### src/sv/nbrq_pkg.sv
package nbrq_pkg;

    localparam int WORD_W  = 9;
    localparam int FILL_W  = 6;

    typedef enum logic [1:0] {
        ACT_RECEIVE = 2'd0,
        ACT_DEQUEUE = 2'd1,
        ACT_FLUSH   = 2'd2
    } action_t;

    typedef struct packed {
        logic [1:0] action;
        logic       mode_bit;
        logic [7:0] data_byte;
    } in_item_t;

    typedef struct packed {
        logic              empty_flag;
        logic [WORD_W-1:0] word_out;
        logic              overflow_flag;
        logic [FILL_W-1:0] fill_level;
    } out_item_t;

    // Control broadcast to every cell of the queue chain.
    typedef struct packed {
        logic              shift;
        logic              load;
        logic [WORD_W-1:0] word;
    } cell_ctrl_t;

endpackage

### src/sv/nbrq_cell.sv
module nbrq_cell #(
    parameter int IDX_W      = 5,
    parameter int CELL_INDEX = 0
) (
    input  logic                        aclk,
    input  nbrq_pkg::cell_ctrl_t        ctrl,
    input  logic [IDX_W-1:0]            wr_idx,
    input  logic [nbrq_pkg::WORD_W-1:0] neighbor_word,
    output logic [nbrq_pkg::WORD_W-1:0] word
);
    import nbrq_pkg::*;

    logic [WORD_W-1:0] word_reg;
    logic [WORD_W-1:0] word_next;
    logic              hit;

    assign hit = ctrl.load && (wr_idx == IDX_W'(CELL_INDEX));

    always_comb begin
        word_next = word_reg;
        if (hit) begin
            word_next = ctrl.word;
        end else if (ctrl.shift) begin
            word_next = neighbor_word;
        end
    end

    always_ff @(posedge aclk) begin
        word_reg <= word_next;
    end

    assign word = word_reg;

endmodule

### src/sv/nbrq_chain.sv
module nbrq_chain #(
    parameter int DEPTH = 32,
    parameter int IDX_W = 5
) (
    input  logic                        aclk,
    input  nbrq_pkg::cell_ctrl_t        ctrl,
    input  logic [IDX_W-1:0]            wr_idx,
    output logic [nbrq_pkg::WORD_W-1:0] head_word
);
    import nbrq_pkg::*;

    logic [WORD_W-1:0] cell_word [DEPTH];
    logic [WORD_W-1:0] feed_word [DEPTH];

    // Oldest word sits in cell 0; a dequeue moves every cell one step toward it.
    for (genvar i = 0; i < DEPTH; i++) begin : g_cell
        if (i == DEPTH - 1) begin : g_tail
            assign feed_word[i] = '0;
        end else begin : g_mid
            assign feed_word[i] = cell_word[i+1];
        end

        nbrq_cell #(
            .IDX_W      (IDX_W),
            .CELL_INDEX (i)
        ) u_cell (
            .aclk          (aclk),
            .ctrl          (ctrl),
            .wr_idx        (wr_idx),
            .neighbor_word (feed_word[i]),
            .word          (cell_word[i])
        );
    end

    assign head_word = cell_word[0];

endmodule

### src/sv/nine_bit_receive_ring_queue_top.sv
// Channel   Direction  Ports                       Payload
// input     in         s_valid, s_ready, s_item    nbrq_pkg::in_item_t
// result    out        m_valid, m_ready, m_item    nbrq_pkg::out_item_t
//
// One transaction per cycle: a receive writes one cell picked by the fill count,
// a dequeue shifts all cells, and the result lands in a single output register.
// A new transaction is taken while the output register is empty or being drained.
// Reset clears the fill count and the output valid; cell contents stay undefined.
// A stall on m_ready holds the result and stalls the input side.
module nine_bit_receive_ring_queue_top #(
    parameter int QUEUE_DEPTH = 32
) (
    input  logic                aclk,
    input  logic                aresetn,
    input  logic                s_valid,
    output logic                s_ready,
    input  nbrq_pkg::in_item_t  s_item,
    output logic                m_valid,
    input  logic                m_ready,
    output nbrq_pkg::out_item_t m_item
);
    import nbrq_pkg::*;

    localparam int IDX_W = $clog2(QUEUE_DEPTH);
    localparam int CNT_W = $clog2(QUEUE_DEPTH + 1);

    logic [CNT_W-1:0] count_reg;
    logic [CNT_W-1:0] count_next;
    logic             m_valid_reg;
    logic             m_valid_next;
    out_item_t        m_item_reg;
    out_item_t        m_item_next;

    logic              accept;
    logic              full;
    logic              empty;
    cell_ctrl_t        ctrl;
    logic [IDX_W-1:0]  wr_idx;
    logic [WORD_W-1:0] head_word;
    out_item_t         result;

    assign s_ready = !m_valid_reg || m_ready;
    assign accept  = s_valid && s_ready;
    assign full    = (count_reg == CNT_W'(QUEUE_DEPTH));
    assign empty   = (count_reg == '0);

    always_comb begin
        ctrl          = '0;
        ctrl.word     = {s_item.mode_bit, s_item.data_byte};
        wr_idx        = count_reg[IDX_W-1:0];
        count_next    = count_reg;
        result        = '0;
        case (s_item.action)
            ACT_RECEIVE: begin
                ctrl.load = accept;
                if (full) begin
                    // restart holding only the new word
                    wr_idx               = '0;
                    count_next           = CNT_W'(1);
                    result.overflow_flag = 1'b1;
                end else begin
                    count_next = count_reg + CNT_W'(1);
                end
            end
            ACT_DEQUEUE: begin
                if (empty) begin
                    result.empty_flag = 1'b1;
                end else begin
                    ctrl.shift      = accept;
                    result.word_out = head_word;
                    count_next      = count_reg - CNT_W'(1);
                end
            end
            ACT_FLUSH: begin
                count_next = '0;
            end
            default: begin
            end
        endcase
        result.fill_level = FILL_W'(count_next);

        m_valid_next = m_valid_reg && !m_ready;
        m_item_next  = m_item_reg;
        if (accept) begin
            m_valid_next = 1'b1;
            m_item_next  = result;
        end
    end

    nbrq_chain #(
        .DEPTH (QUEUE_DEPTH),
        .IDX_W (IDX_W)
    ) u_chain (
        .aclk      (aclk),
        .ctrl      (ctrl),
        .wr_idx    (wr_idx),
        .head_word (head_word)
    );

    always_ff @(posedge aclk) begin
        if (!aresetn) begin
            count_reg   <= '0;
            m_valid_reg <= 1'b0;
        end else begin
            if (accept) begin
                count_reg <= count_next;
            end
            m_valid_reg <= m_valid_next;
        end
    end

    always_ff @(posedge aclk) begin
        m_item_reg <= m_item_next;
    end

    assign m_valid = m_valid_reg;
    assign m_item  = m_item_reg;

    a_count_bound: assert property (@(posedge aclk) disable iff (!aresetn)
        count_reg <= CNT_W'(QUEUE_DEPTH))
        else $error("fill count beyond queue depth");

    a_overflow_result: assert property (@(posedge aclk) disable iff (!aresetn)
        (accept && s_item.action == ACT_RECEIVE && full)
        |=> (m_valid && m_item.overflow_flag && m_item.fill_level == FILL_W'(1)))
        else $error("receive into full queue did not restart it");

    a_empty_result: assert property (@(posedge aclk) disable iff (!aresetn)
        (m_valid && m_item.empty_flag)
        |-> (m_item.word_out == '0 && !m_item.overflow_flag))
        else $error("empty result carries a word or overflow");

    a_empty_count: assert property (@(posedge aclk) disable iff (!aresetn)
        (accept && s_item.action == ACT_DEQUEUE && empty) |=> (count_reg == '0))
        else $error("dequeue from empty queue changed the count");

endmodule
### config.mk
export PLATFORM = sky130hd
export DESIGN_NAME = nine_bit_receive_ring_queue_top
export DESIGN_NICKNAME = d
export VERILOG_FILES = /design/src/sv/nbrq_pkg.sv /design/src/sv/nbrq_cell.sv /design/src/sv/nbrq_chain.sv /design/src/sv/nine_bit_receive_ring_queue_top.sv
export SDC_FILE = /design/constraint.sdc
export NUM_CORES = 1
export LEC_CHECK = 0
export BUFFER_PORTS_ARGS = -buffer_cell sky130_fd_sc_hd__buf_2
export CORE_UTILIZATION = 30
export CTS_CLUSTER_DIAMETER = 30
export CTS_CLUSTER_SIZE = 16
export DETAILED_ROUTE_END_ITERATION = 10
export MAX_ROUTING_LAYER = met4
export PLACE_DENSITY = 0.45
export SKIP_LAST_GASP = 1
export SYNTH_ARGS = -nofsm -noshare
export SYNTH_HDL_FRONTEND = slang
export SYNTH_SLANG_ARGS = --single-unit
export TNS_END_PERCENT = 10
### constraint.sdc
create_clock -name aclk -period 2.75 [get_ports aclk]
set_input_delay 0.275 -clock aclk [delete_from_list [all_inputs] [get_ports aclk]]
set_output_delay 0.275 -clock aclk [all_outputs]
set_load 0.005 [all_outputs]
After elaboration in Yosys (flattened, before gate mapping)
Cells that the tools add are included.

Add/subtract/negate cells: 2. $mul: 0. Div/mod/pow operators: 0. $lt $le $gt $ge: 0. Equal/unequal tests: 34. Shift operators: 0. Muxes and demuxes: 75. Bitwise gates (word level): 1. Reduce and logical (&&, ||, !) cells: 73.

Operators by type and width (count): 9-bit two-way mux (64); 5-bit == test, second input constant (16); 2-bit nonzero test (32); 5-bit by 4-bit == test with 1-bit output, second input constant (8); 1-bit logical AND (34); 5-bit by 3-bit == test with 1-bit output, second input constant (4); 6-bit one-hot mux with 3 select lines (1); 6-bit two-way mux (2); 5-bit by 2-bit == test with 1-bit output, second input constant (2); 5-bit two-way mux (2); 6-bit by 1-bit adder with 6-bit output, second input constant (1); 6-bit == test, second input constant (1); 6-bit logical NOT (1); 1-bit two-way mux (6); 6-bit by 1-bit subtractor with 6-bit output, second input constant (1); 5-bit by 1-bit == test with 1-bit output, second input constant (1); 5-bit logical NOT (1); 2-bit by 1-bit == test with 1-bit output, second input constant (1); 2-bit == test, second input constant (1); 1-bit logical NOT (2); 2-bit logical NOT (1); 2-bit OR reduction (1); 1-bit logical OR (1); 1-bit NOT (1).

Flip-flop bits (word level): 312. Latch bits: 0. Memory bits (writable): 0. ROM bits: 0. Bits of input ports: 15. Output and inout bits: 19. Word-level logic and storage cells: 223. Memories: 0.

Depth between registers and ports, before layout
Depth after elaboration: 7. Gate-level depth with buffers: 8. Mapped depth without buffers: 6.

Hierarchy
Synthesis repeated with hierarchy kept, for this count alone.

Cells, all modules: 826. Area total of the unflattened synthesis: 14873.0 µm².

By module, submodules not included: nbrq_cell at u_chain.g_cell[21].u_cell ... (instances 5, cells an instance 21, area an instance 409.1 µm², seq. area each 270.3 µm²); nbrq_cell at u_chain.g_cell[1].u_cell ... (instances 4, cells an instance 22, area an instance 446.7 µm², seq. area each 270.3 µm²); nbrq_cell at u_chain.g_cell[10].u_cell ... (instances 4, cells an instance 22, area an instance 441.7 µm², seq. area each 270.3 µm²); nbrq_cell at u_chain.g_cell[20].u_cell ... (instances 4, cells an instance 22, area an instance 425.4 µm², seq. area each 270.3 µm²); nbrq_cell at u_chain.g_cell[11].u_cell ... (instances 4, cells an instance 22, area an instance 410.4 µm², seq. area each 270.3 µm²); nine_bit_receive_ring_queue_top (instances 1, cells an instance 130, area an instance 1321.3 µm², seq. area each 650.6 µm²); nbrq_cell at u_chain.g_cell[12].u_cell ... (instances 3, cells an instance 21, area an instance 420.4 µm², seq. area each 270.3 µm²); nbrq_cell at u_chain.g_cell[15].u_cell ... (instances 3, cells an instance 22, area an instance 407.9 µm², seq. area each 270.3 µm²); nbrq_cell at u_chain.g_cell[3].u_cell (instances 1, cells an instance 22, area an instance 439.2 µm², seq. area each 270.3 µm²); nbrq_cell at u_chain.g_cell[0].u_cell (instances 1, cells an instance 22, area an instance 437.9 µm², seq. area each 270.3 µm²); nbrq_cell at u_chain.g_cell[19].u_cell (instances 1, cells an instance 22, area an instance 436.7 µm², seq. area each 270.3 µm²); nbrq_cell at u_chain.g_cell[31].u_cell (instances 1, cells an instance 22, area an instance 405.4 µm², seq. area each 270.3 µm²); nbrq_cell at u_chain.g_cell[16].u_cell (instances 1, cells an instance 21, area an instance 401.6 µm², seq. area each 270.3 µm²); nbrq_chain (instances 1, cells an instance 1, area an instance 3.8 µm², seq. area each 0.0 µm²).

Worst setup path after synthesis
Ideal clock, no wire load.

Kind: flip-flop to flip-flop. Start point: reg count_reg[0]. End point: reg u_chain.g_cell[26].u_cell.word_reg[0] (enable). Setup time: 0.317 ns. Arrival: 2.022 ns. Required time: 2.433 ns. Path slack: 0.412 ns. Cell stages (with the launch flop): 9. Buffers on the path: 2. Clock period less this slack: 2.338 ns. Cell sequence: dfxtp_1 clkbuf_1 inv_1 ha_1 nor4b_1 a21oi_1 nand2_1 buf_2 nand2_1.

Word-level cells in the longest chain between the ends: 6. Elaborated cells on any way between the ends: 9. Those cells by class: eq/ne (2); mux (4); reduce/logical (3).

RTL lines: start, declared (RTL line nine_bit_receive_ring_queue_top.sv:27) `logic [CNT_W-1:0] count_reg;`; start signal, assigned (RTL line nine_bit_receive_ring_queue_top.sv:106) `count_reg <= count_next;`; 6-bit == test (RTL line nine_bit_receive_ring_queue_top.sv:44) `assign full = (count_reg == CNT_W'(QUEUE_DEPTH));`; 5-bit two-way mux (RTL line nine_bit_receive_ring_queue_top.sv:56) `if (full) begin`; 5-bit two-way mux (RTL line nine_bit_receive_ring_queue_top.sv:53) `case (s_item.action)`; 5-bit == test (RTL line nbrq_cell.sv:17) `assign hit = ctrl.load && (wr_idx == IDX_W'(CELL_INDEX));`; 1-bit logical AND (RTL line nbrq_cell.sv:17); 2-bit nonzero test (no source line) (*); end signal, assigned (RTL line nbrq_cell.sv:29) `word_reg <= word_next;`; end, declared (RTL line nbrq_cell.sv:13) `logic [WORD_W-1:0] word_reg;`.

Every way passes the cells marked *; elsewhere a longest branch is shown, timed or not. A chain may end at the register's enable or synchronous reset.

Final worst setup path
Start point: reg count_reg[0]. End point: reg u_chain.g_cell[15].u_cell.word_reg[3] (enable).

Word-level cells in the longest chain between the ends: 6. Elaborated cells on any way between the ends: 9. Those cells by class: eq/ne (2); mux (4); reduce/logical (3).

RTL lines (RTL line): 6-bit == test (nine_bit_receive_ring_queue_top.sv:44); 5-bit two-way mux (nine_bit_receive_ring_queue_top.sv:56); 5-bit two-way mux (nine_bit_receive_ring_queue_top.sv:53); 5-bit by 4-bit == test with 1-bit output (nbrq_cell.sv:17); 1-bit logical AND (nbrq_cell.sv:17); 2-bit nonzero test (no source line) (*); end signal, assigned (nbrq_cell.sv:29); end, declared (nbrq_cell.sv:13).

Marked as above.

==> flow_summary.ini <==
[synth]
synthFlopType = edfxtp_1
synth_cells = 812
synth_seq_cells = 312
syn_area_per_cell_um2 = 17.1
syn-num-nets = 833
ys_types = 53
yosys_warnings = 0
synth-edff-count = 305
ys_async_sr_fraction = 0
seq_area_frac_synth = 0.668
syn_area_um2 = 13900

[routing]
drc = 0
wl_met1_um = 14000
drt-total-wl_um = 29700
dr_wl_met2_um = 13500
avgRoutedWirePerCell_um = 19.2
dr.pass1.iters = 5
via_count = 7187
drt-initial-drc-count = 404
ant_nets = 0
via_per_inst = 4.64
top_layer_used = met4
wl_met3_um = 1420

[power_and_ir_drop]
leakagePower_nw = 6.10
peakVddDrop_mv = 0.522
powerDensity_nw_per_um2 = 827

[layout]
area.growth.synth_to_final_pct = 23.6
nNetsFinal = 915
fillers = 4223
fin_area_um2 = 17200
diodes = 0
instances_no_fill = 1549
layout_commonest_cell = edfxtp_1
largest_reg_flops = 288
multiInputGateArea_um2 = 4360
final_cell_mix = edfxtp_1 (305), mux2_2 (255), clkbuf_16 (76)
seq_area_um2 = 9300
post_route_cells_drive_above_1_share = 0.496

[outcome]
status = finished clean

[floorplanning]
die-area_um2 = 47300
initial_utilization = 0.306
num_io_pins = 34
core_area_um2 = 45600
die_y_um = 217
fp.dieW_um = 217
rows = 78

[place]
dpl.cell_count = 1421
gp_congestion = 0.779
port_buffers = 33
pre_cts_slack_ps = 382
placedInstanceArea_um2 = 14800
hpwlAfterDp_um = 17400

[clock_tree]
clockBufferDepth = 3
post-cts-setup-buffers = 0
cts_sinks = 312
cts_made_buffers = 71
cts_resized = 0
clock_latency_ps = 580
path_clk_slew_ps = 40
cts_tree = yes
root_buffer = clkbuf_16
cts_hold_buf = 0
cts_max_level = 3

[worst_setup_path]
worstPathArrival_ps = 2470
cp-start-kind = flip-flop
crit_type = reg2reg
path_cells = inv_1, ha_1, nor4b_1, a21oi_1, nand2_1, buf_4, nand2_1
setup.worst_path.start = count_reg[0]
crit_top_cell = nand2_1
r2r_setup_slack_ps = 500
cpMaxStageDelayCell = nand2_1
cp_data_required_time_ps = 2960
cpPeakStageDelay_ps = 340
reg2reg_from = count_reg[0]
crit_path_max_fanout = 19
path_buf_inv = 2
path_delay_family = simple AND/OR/NAND/NOR gates
cp-end-kind = flip-flop

[timing]
finClkSkew_ps = 25.0
final-hold-violation-count = 0
finalCritPeriodShare = 0.819
max_clock_freq_mhz = 444
fin_setup_tns_ps = 0
finalWorstSetupSlack_ps = 499
relSlewSlack = 0.445
finalSetupViolCount = 0
tightestPinTransition_ps = 833
period_minus_slack_ps = 2250
finalMaxSlewViolations = 0
rsz0062_at_grt = false

[flow_run]
maxCapViolCount = 0

[grt]
grt_overflow = 0
grt_max_degree = 33
grt_pass1_vias = 7717
grtUsageTotal = 0.135
grt_pass1_wl_um = 46700
antenna_found_initial = 0

[min_path]
hp-class = in2reg
min_from = aresetn
==> power breakdown <==
group          internal [mW]  switching [mW]
Sequential              5.39          0.0424
Clock                   5.64            2.61
Combinational          0.182           0.373
==> metrics by stage <==
step | total power [mW] | hold slack, ps | util
after detailed placement | 6.08 | 509 | 0.326
after global placement | 6.08 | 506 | 0.326
after CTS | 14.4 | 6.74 | 0.378
after global routing | 14.7 | 18.2 | 0.378
after floorplan | 5.85 | 413 | -
final | 14.2 | 41.3 | 0.378
==> synth_stat cells, types with 3 or more instances <==
cell	count	area share
a21oi_1	5	0.0018
a31oi_1	4	0.0018
and2_1	19	0.0085
and3_1	4	0.0018
buf_2	13	0.0047
clkbuf_1	34	0.0092
dfxtp_1	7	0.010
edfxtp_1	305	0.66
ha_1	6	0.0054
inv_1	5	0.0013
mux2_1	15	0.012
mux2_2	255	0.21
mux2_4	9	0.0097
nand2_1	39	0.011
nand3_1	7	0.0025
nand3_2	16	0.012
nand3_4	10	0.013
nor2_1	3	0.00081
nor2b_1	3	0.0013
o211ai_1	4	0.0022
o21ai_0	7	0.0025
o221a_2	3	0.0024
==> worst paths after layout <==
| kind | to | cells after the start |
|---|---|---|
| worst max-delay path | u_chain.g_cell[15].u_cell.word[3] | 7 |
| worst min-delay path | count_reg[2] | 2 |
| worst max register to register | u_chain.g_cell[15].u_cell.word[3] | 7 |
| worst min register to register | m_item[15] | 1 |
==> cells by family (layout without fill, tap and decap cells) <==
kind of cell / count (synthesis) / in the layout / share of synthesized area
DFF: 312 / 312 / 0.668
muxes: 279 / 279 / 0.228
and+or+nand+nor: 115 / 115 / 0.0585
buffers and inverters: 59 / 196 / 0.0190
AOI/OAI and AO/OA: 39 / 39 / 0.0199
adders and majority gates: 6 / 6 / 0.00539
xor gates and xnor gates: 2 / 2 / 0.00126
==> layer usage <==
layer / global-route usage / vias to the layer above
li1: - / 3356
met1: 0.175 / 3601
met2: 0.200 / 167
met3: 0.0375 / 63
met4: 0.0502 / 0
met5: - / -
==> area by class of cell <==
class                      instances  share of cell area
clock inverter                    46              0.0262
sequential                       312               0.540
timing repair buffer              61              0.0233
multi-input combinational        441               0.253
inverter                           7             0.00153
clock buffer                      82               0.112
tap                              600              0.0436
Power figures use the tool's default switching activity.
